File: src/wsdr_ram.sv
module wsdr_ram #(
  parameter int WIDTH = 8,
  parameter int DEPTH = 16
) (
  input  logic                     clk_i,
  input  logic                     we_i,
  input  logic [$clog2(DEPTH)-1:0] waddr_i,
  input  logic [WIDTH-1:0]         wdata_i,
  input  logic [$clog2(DEPTH)-1:0] raddr_i,
  output logic [WIDTH-1:0]         rdata_o
);

  logic [WIDTH-1:0] mem_q [DEPTH];

  always_ff @(posedge clk_i) begin
    if (we_i) mem_q[waddr_i] <= wdata_i;
    rdata_o <= mem_q[raddr_i];
  end

endmodule

File: config.mk
export PLATFORM = sky130hd
export DESIGN_NAME = wsdr_ram
export DESIGN_NICKNAME = d
export VERILOG_FILES = /design/src/wsdr_ram.sv
export SDC_FILE = /design/constraint.sdc
export NUM_CORES = 1
export LEC_CHECK = 0
export ABC_AREA = 1
export BUFFER_PORTS_ARGS = -buffer_cell sky130_fd_sc_hd__buf_4
export CAP_MARGIN = 20
export CORE_MARGIN = 10
export CORE_UTILIZATION = 39
export CTS_CLUSTER_SIZE = 12
export DETAILED_ROUTE_END_ITERATION = 8
export GPL_ROUTABILITY_DRIVEN = 1
export HOLD_SLACK_MARGIN = 0.06
export PLACE_DENSITY = 0.6
export SKIP_CTS_REPAIR_TIMING = 1
export SYNTH_ARGS = -nofsm -noshare
export SYNTH_HDL_FRONTEND = slang
export SYNTH_SLANG_ARGS = --single-unit
File: constraint.sdc
create_clock -name clk_i -period 1.15 [get_ports clk_i]
set_input_delay 0.23 -clock clk_i [delete_from_list [all_inputs] [get_ports clk_i]]
set_output_delay 0.23 -clock clk_i [all_outputs]
set_load 0.02 [all_outputs]
# Yosys cells after proc, flatten, opt, wreduce, memory -nomap -nowiden
# Memory sizes are Yosys's and may differ from the RTL's. A register that Yosys moved wholly into a read port is not among the register bits.
# Index checks and enable logic that the tools add are counted.
[word_totals] regBits=0 mem_bits_rw=128 in_bits=18 out_inout_bits=8 elab_cells=3 n_memories=1
[classes] mux=2
[mem_list] name="mem_q" depth=16 word_bits=8 read_ports=1 rd_ports_with_merged_regs=1 wr=1 line="13" rtl="logic [WIDTH-1:0] mem_q [DEPTH];"
[ops] cell="$mux 1" count=2

# Logic depth before layout (Yosys ltp)
# Gate-level depths: netlist of run 1.
[depth] depth_word=2 ltp_mapped=8 depth_no_buf=7

# Worst setup path before layout of run 1
# OpenSTA, ideal clock, no wires.
[synth_path] path_kind="input to register" startpoint="input waddr_i[3]" endpoint="memory mem_q[4][0] (enable)" setup_time_ns=0.370 arrival_time_ns=0.811 required_time_ns=0.780 path_slack_ns=-0.031 path_stages=2 path_buffers=0 path_cell_list="nand3b_1 nor2_1"
[synth_lines] element="start, declared" line="7" rtl="input logic [$clog2(DEPTH)-1:0] waddr_i,"
[synth_lines] element="end, declared" line="13"
# No word-level cell before the write port.

# Worst setup path after layout of run 1
[layout_path] startpoint="register rdata_o[0] (read register of mem_q)" endpoint="output rdata_o[0]"
[layout_lines] element="start, declared" line="10" rtl="output logic [WIDTH-1:0] rdata_o"
# No word-level cell between the ends.

==> results of run 1 <==
[metrics by stage]
stage          setup TNS [ns]  instance area, µm²  utilization
2_1_floorplan          -1.974                5767            -
3_3_place_gp           -8.006                6316       0.4346
3_5_place_dp           -8.727                6316       0.4346
4_1_cts                     0                6933       0.4770
5_1_grt                     0                6938       0.4774
6_report                    0                6938       0.4774
[registers in the layout (all words and copies together) (netlist names)]
register	cells
mem_q	128
rdata_o	8
[synth_stat cells, drive strengths merged]
cell type / count
buf: 24
dfxtp: 8
edfxtp: 128
inv: 102
nand2: 173
nand3: 97
nand3b: 2
nor2: 17
[logic make-up after synthesis]
family                 Yosys count  share of synthesized area
AND/OR/NAND/NOR                289                     0.2105
buffers and inverters          126                    0.09525
flip-flops                     136                     0.6943
[how the worst min path moves through the flow]
stage               start          end  slack (ns)
5_1_grt        raddr_i[3]   rdata_o[2]        0.15
3_5_place_dp   raddr_i[3]   rdata_o[2]        0.56
3_3_place_gp   raddr_i[3]   rdata_o[2]        0.56
6_report       raddr_i[3]   rdata_o[2]        0.14
4_1_cts        raddr_i[3]   rdata_o[2]        0.12
2_1_floorplan  wdata_i[0]  mem_q[0][0]        0.33
[tightest hold or removal path: stages]
cell and delay, ns:
buf_4 0.16, nand3_1 0.09, nand2_1 0.04
[per-layer routing]
metal | part of all wire | vias up | global-route usage | wire length (µm)
met3 | 0.060 | 21 | 0.03538 | 786
li1 | - | 1869 | - | -
met5 | 0 | - | 0 | 0
met2 | 0.48 | 132 | 0.2167 | 6308
met4 | 0.020 | 0 | 0.05541 | 270
met1 | 0.44 | 1844 | 0.1768 | 5809
[layout make-up]
| class | count | area (µm²) | area share |
|---|---|---|---|
| Tap cell | 184 | 230.2 | 0.03318 |
| Sequential cell | 136 | 4005 | 0.5773 |
| Timing Repair Buffer | 53 | 489.2 | 0.07051 |
| Clock buffer | 20 | 436.7 | 0.06294 |
| Inverter | 102 | 382.9 | 0.05518 |
| Multi-Input combinational cell | 289 | 1214 | 0.1749 |
| Clock inverter | 12 | 180.2 | 0.02597 |
[power breakdown]
part,internal (µW),switching [µW]
registers,5540,31.6
clock network,3800,1880
logic,278,527
total,9620,2440
==> run metrics, run 1 <==
Yosys Warn Count 0; endpoints failing hold 0; vias in the first global route 3779; Synth area leader edfxtp_1; Reg2Reg Capture Point rdata_o[6]; clk buf depth 2; htree depth 4; synth-to-layout area growth 20.31%; effective utilization at floorplan 0.3968; Routed WL 13.17 mm; Detail Placement HPWL 8.503 mm; syn_nets 569; hold_ws 0.1409 ns; Cells after Synth 551; worst path required time 0.92 ns; worst-path cell chain buf_4; Slew @ Worst Pin 0.2654 ns; Final setup viols 0; layout cell share with drive strength beyond 1 0.1324; Filler Cell Count 1364; Synth top area share 0.6665; commonest cells after routing, fill and taps aside 173 x nand2_1, 128 x edfxtp_1, 100 x inv_1, 97 x nand3_1, 45 x buf_4; vias per cell 4.857; FF-to-FF Start mem_q[0][6]; Buf/Inv on CP 1; count of cell types in the netlist 12; TritonCTS clock tree done; Top Family by Delay on Critical Path flip-flops; count of pins over their slew limit 0; Placeable Area 14530 µm²; I/O Buffers 25; RSZ-0062 raised after global routing no; GRT Util Overall 0.1376; relative slew slack 0.8229; CTS root buf clkbuf_16; Reg clk slew, reported paths 0.05 ns; hold crit path type input pin to register; Area contributors post-synth edfxtp_1 67%, nand2_1 11%, nand3_1 8.4%, inv_1 6.5%, dfxtp_1 2.8%; period utilization 0.9567; largest net degree at the start of global routing 35; Post-Syn Area per Cell 10.47 µm²; first-pass detailed-route iteration total 5; Critical Path Source rdata_o[0]; io pins 26; pwr/cell area 1738 nW/µm²; die height 141.6 µm; setup ws final 0.04981 ns; drt wl/cell 16.55 µm; commonest non-fill, non-tap cell in the layout nand2_1; row cnt 44; Max-Cap Viols 0; outcome finished, final reports clean; post-synthesis sequential area ratio 0.6943; flops & latches, synth 136; initial antenna violation count 0; Worst path max stage delay 0.31 ns; slowest CP cell dfxtp_1; antenna viol nets, final 0; fmax 0.9089 GHz; Critical Path Stages 1; global-route wire length before repair 20.85 mm; Worst setup EP type output port; total power 12060 µW; vias after detailed routing 3866; initial drt markers 367; Max IR drop VDD 1122 µV; Final GP Congestion 0.8907; final net count 617; crit path kind register to output port; Critical Path Source Type register; Placement Setup Slack -0.1881 ns; Finished Layout Cells 796; hold depth 3; r2r worst-path depth 6; signal arrival time at the worst endpoint 0.87 ns; Clock Skews 0.003116 ns; n_diodes 0; flop-to-flop setup slack 0.07 ns; Post-route DRC 0; Leak 0.003016 µW; total gr overflow 0; worst-skew pair later-pin latency 0.42 ns; Die W 141.6 µm; CP max FO 1; cell area after synthesis 5767 µm²; number of buffers created by CTS 17; Worst Setup EP rdata_o[0]; Placed Cells 764; clk sink count 136; area of the die 20050 µm²; min Tclk post-route 1.100 ns
Power figures use the tool's default switching activity.
==> run 2, diff against run 1 <==
--- a/config.mk
+++ b/config.mk
@@ -5,7 +5,6 @@
 export SDC_FILE = /design/constraint.sdc
 export NUM_CORES = 1
 export LEC_CHECK = 0
-export ABC_AREA = 1
 export BUFFER_PORTS_ARGS = -buffer_cell sky130_fd_sc_hd__buf_4
 export CAP_MARGIN = 20
 export CORE_MARGIN = 10
==> run 2 against run 1 <==
The run now ends with setup timing left; global-route usage shrank 1.4 points; area after synthesis decreased by 11%; sequential cell count did not move; core utilization increased by 4.1 points; worst hold slack lost 0.020 ns; register-to-register slack got worse by 0.21 ns; synthesized cell count down 58%; cell count decreased by 39%; final area down 4.6%; clock skew rose by 0.0033 ns; setup slack worse by 0.19 ns; clock power is 8.5% lower; critical path type is now register to register; largest cell class unchanged.
==> run metrics, run 2 <==
drt wl/cell 21.24 µm (was 16.55 µm); first-pass detailed-route iteration total 4 (was 5); Top reg by flops mem_q (unchanged); Final setup viols 8 (was 0); top flop regs mem_q x128, rdata_o x8 (unchanged); commonest non-fill, non-tap cell in the layout edfxtp_1 (was nand2_1); global-route wire length before repair 16.10 mm (was 20.85 mm); Post-Syn Area per Cell 22.48 µm² (was 10.47 µm²); Largest register FFs 128 (unchanged); top-count cell post-synth edfxtp_1 (was nand2_1); Finished Layout Cells 489 (was 796); Slew @ Worst Pin 0.8245 ns (was 0.2654 ns); hold crit path type input pin to register (unchanged); min Tclk post-route 1.294 ns (was 1.100 ns); worst-skew pair later-pin latency 0.41 ns (was 0.42 ns); Detail Placement HPWL 6.890 mm (was 8.503 mm); number of buffers created by CTS 17 (unchanged); RSZ-0062 raised after global routing yes (was no); fmax 0.7728 GHz (was 0.9089 GHz); die height 134.9 µm (was 141.6 µm); GRT Util Overall 0.1235 (was 0.1376); Critical Path Source mem_q[3][3] (was rdata_o[0]); main flop type after synthesis edfxtp_1 (unchanged); CP max FO 1 (unchanged); placed inst area 6005 µm² (was 6316 µm²); vias in the first global route 2684 (was 3779); Synth area leader edfxtp_1 (unchanged); flops & latches, synth 136 (unchanged); TritonCTS clock tree done (unchanged); initial antenna violation count 0 (unchanged); Critical Path Source Type register (unchanged); Post-synth EDFFs 128 (unchanged); Area contributors post-synth edfxtp_1 75%, mux4_2 7.9%, mux4_1 7.1%, dfxtp_1 3.1%, a22oi_1 2.3% (was edfxtp_1 67%, nand2_1 11%, nand3_1 8.4%, inv_1 6.5%, dfxtp_1 2.8%); endpoints failing hold 0 (unchanged); Filler Cell Count 1031 (was 1364); count of pins over their slew limit 0 (unchanged); flop-to-flop setup slack -0.14 ns (was 0.07 ns); Reg2Reg Capture Point rdata_o[3] (was rdata_o[6]); async set or reset register ratio after synthesis 0 (unchanged); cell area after synthesis 5147 µm² (was 5767 µm²); Worst setup EP type register (was output port); area of the die 18190 µm² (was 20050 µm²); I/O Buffers 25 (unchanged); CTS root buf clkbuf_16 (unchanged); synth-to-layout area growth 28.61% (was 20.31%); vias after detailed routing 2489 (was 3866); Synth top area share 0.7467 (was 0.6665); row cnt 41 (was 44); Die W 134.9 µm (was 141.6 µm); htree depth 4 (unchanged); setup ws final -0.1439 ns (was 0.04981 ns); largest net degree at the start of global routing 17 (was 35); relative slew slack 0.4492 (was 0.8229); outcome complete, but fails checks (was finished, final reports clean); Reg clk slew, reported paths 0.06 ns (was 0.05 ns); failing checks setup timing; final net count 322 (was 617); Final GP Congestion 0.7302 (was 0.8907); commonest cells after routing, fill and taps aside 128 x edfxtp_1, 47 x buf_4, 32 x mux4_2, 17 x clkbuf_16, 17 x buf_12 (was 173 x nand2_1, 128 x edfxtp_1, 100 x inv_1, 97 x nand3_1, 45 x buf_4); crit path kind register to register (was register to output port); antenna viol nets, final 0 (unchanged); Placeable Area 12770 µm² (was 14530 µm²); worst path required time 1.45 ns (was 0.92 ns); pwr/cell area 1738 nW/µm² (about the same); Routed WL 10.39 mm (was 13.17 mm); n_diodes 0 (unchanged); post-synthesis sequential area ratio 0.7778 (was 0.6943); clk sink count 136 (unchanged); layout cell share with drive strength beyond 1 0.4795 (was 0.1324); signal arrival time at the worst endpoint 1.59 ns (was 0.87 ns); r2r worst-path depth 4 (was 6); setup TNS -0.8311 ns (was 0 ns); Post-route DRC 0 (unchanged); effective utilization at floorplan 0.4030 (was 0.3968); Placement Setup Slack -0.5497 ns (was -0.1881 ns); count of cell types in the netlist 19 (was 12); FF-to-FF Start mem_q[3][3] (was mem_q[0][6]); Clock Skews 0.006370 ns (was 0.003116 ns); syn_nets 247 (was 569); Max IR drop VDD 1096 µV (was 1122 µV); Yosys Warn Count 0 (unchanged); total gr overflow 0 (unchanged); vias per cell 5.090 (was 4.857); Max-Cap Viols 0 (unchanged); period utilization 1.125 (was 0.9567); clk buf depth 2 (unchanged); Leak 0.002206 µW (was 0.003016 µW); io pins 26 (unchanged); Post-synth top cells 128 x edfxtp_1, 18 x mux4_2, 16 x a22oi_1, 14 x mux4_1, 13 x nor2_1 (was 173 x nand2_1, 128 x edfxtp_1, 100 x inv_1, 97 x nand3_1, 17 x nor2_1); Placed Cells 457 (was 764); Cells after Synth 229 (was 551); initial drt markers 268 (was 367); Worst Setup EP rdata_o[3] (was rdata_o[0]); cell area after layout 6620 µm² (was 6938 µm²)
[run 2: layout make-up]
cell class              count  area, µm²  area share
clock inverters            15      155.1     0.02344
multi-input cells          83       1101      0.1663
clock buffers              17      425.4     0.06426
repair buffers             66      715.7      0.1081
flip-flops and latches    136       4008      0.6054
well taps                 172      215.2     0.03251
[run 2: critical path, cell delays in order, from the launching register on]
cell      delay [ns]
edfxtp_1        0.36
mux4_2          0.48
a22oi_2         0.16
buf_4           0.15
nand2_2         0.05
[run 2: kinds of logic (layout without fill, tap and decap cells)]
kind of cell,after synthesis,in the layout,synth area share
DFF,136,136,0.7778
and+or+nand+nor,35,35,0.03184
buffers and inverters,10,98,0.01677
AOI/OAI and AO/OA,16,16,0.02334
muxes,32,32,0.1502
[run 2: where the power goes]
group | internal, µW | total, µW | switching, µW
registers | 5540 | 5580 | 35.7
clock network | 3180 | 5200 | 2010
logic | 358 | 725 | 366
total | 9090 | 11500 | 2420
[run 2: how the worst min path moves through the flow]
stage               slack (ns)  startpoint            to  cells after the start
floorplan                 0.33  wdata_i[0]   mem_q[0][0]                      0
global placement          0.53  wdata_i[6]  mem_q[14][6]                      1
detailed placement        0.54  wdata_i[6]  mem_q[14][6]                      1
CTS                       0.11  wdata_i[6]  mem_q[12][6]                      1
global route              0.12  wdata_i[6]   mem_q[8][6]                      1
finish                    0.12  wdata_i[6]  mem_q[12][6]                      1
[run 2: routing by layer]
layer,wire length (µm),share of wire,up-vias,track usage
met4,146,0.014,0,0.05562
met2,5022,0.48,86,0.1846
met3,906,0.087,11,0.04117
met1,4309,0.41,1278,0.1596
li1,-,-,1114,-
met5,0,0,-,0
[run 2: per-stage QoR]
stage	total power, µW	utilization	hold slack, ns
finish	11500	0.5183	0.1213
global route	11900	0.5183	0.1180
CTS	11580	0.5155	0.1075
detailed placement	6400	0.4701	0.5416
global placement	6386	0.4701	0.5334
floorplan	6028	-	0.3289
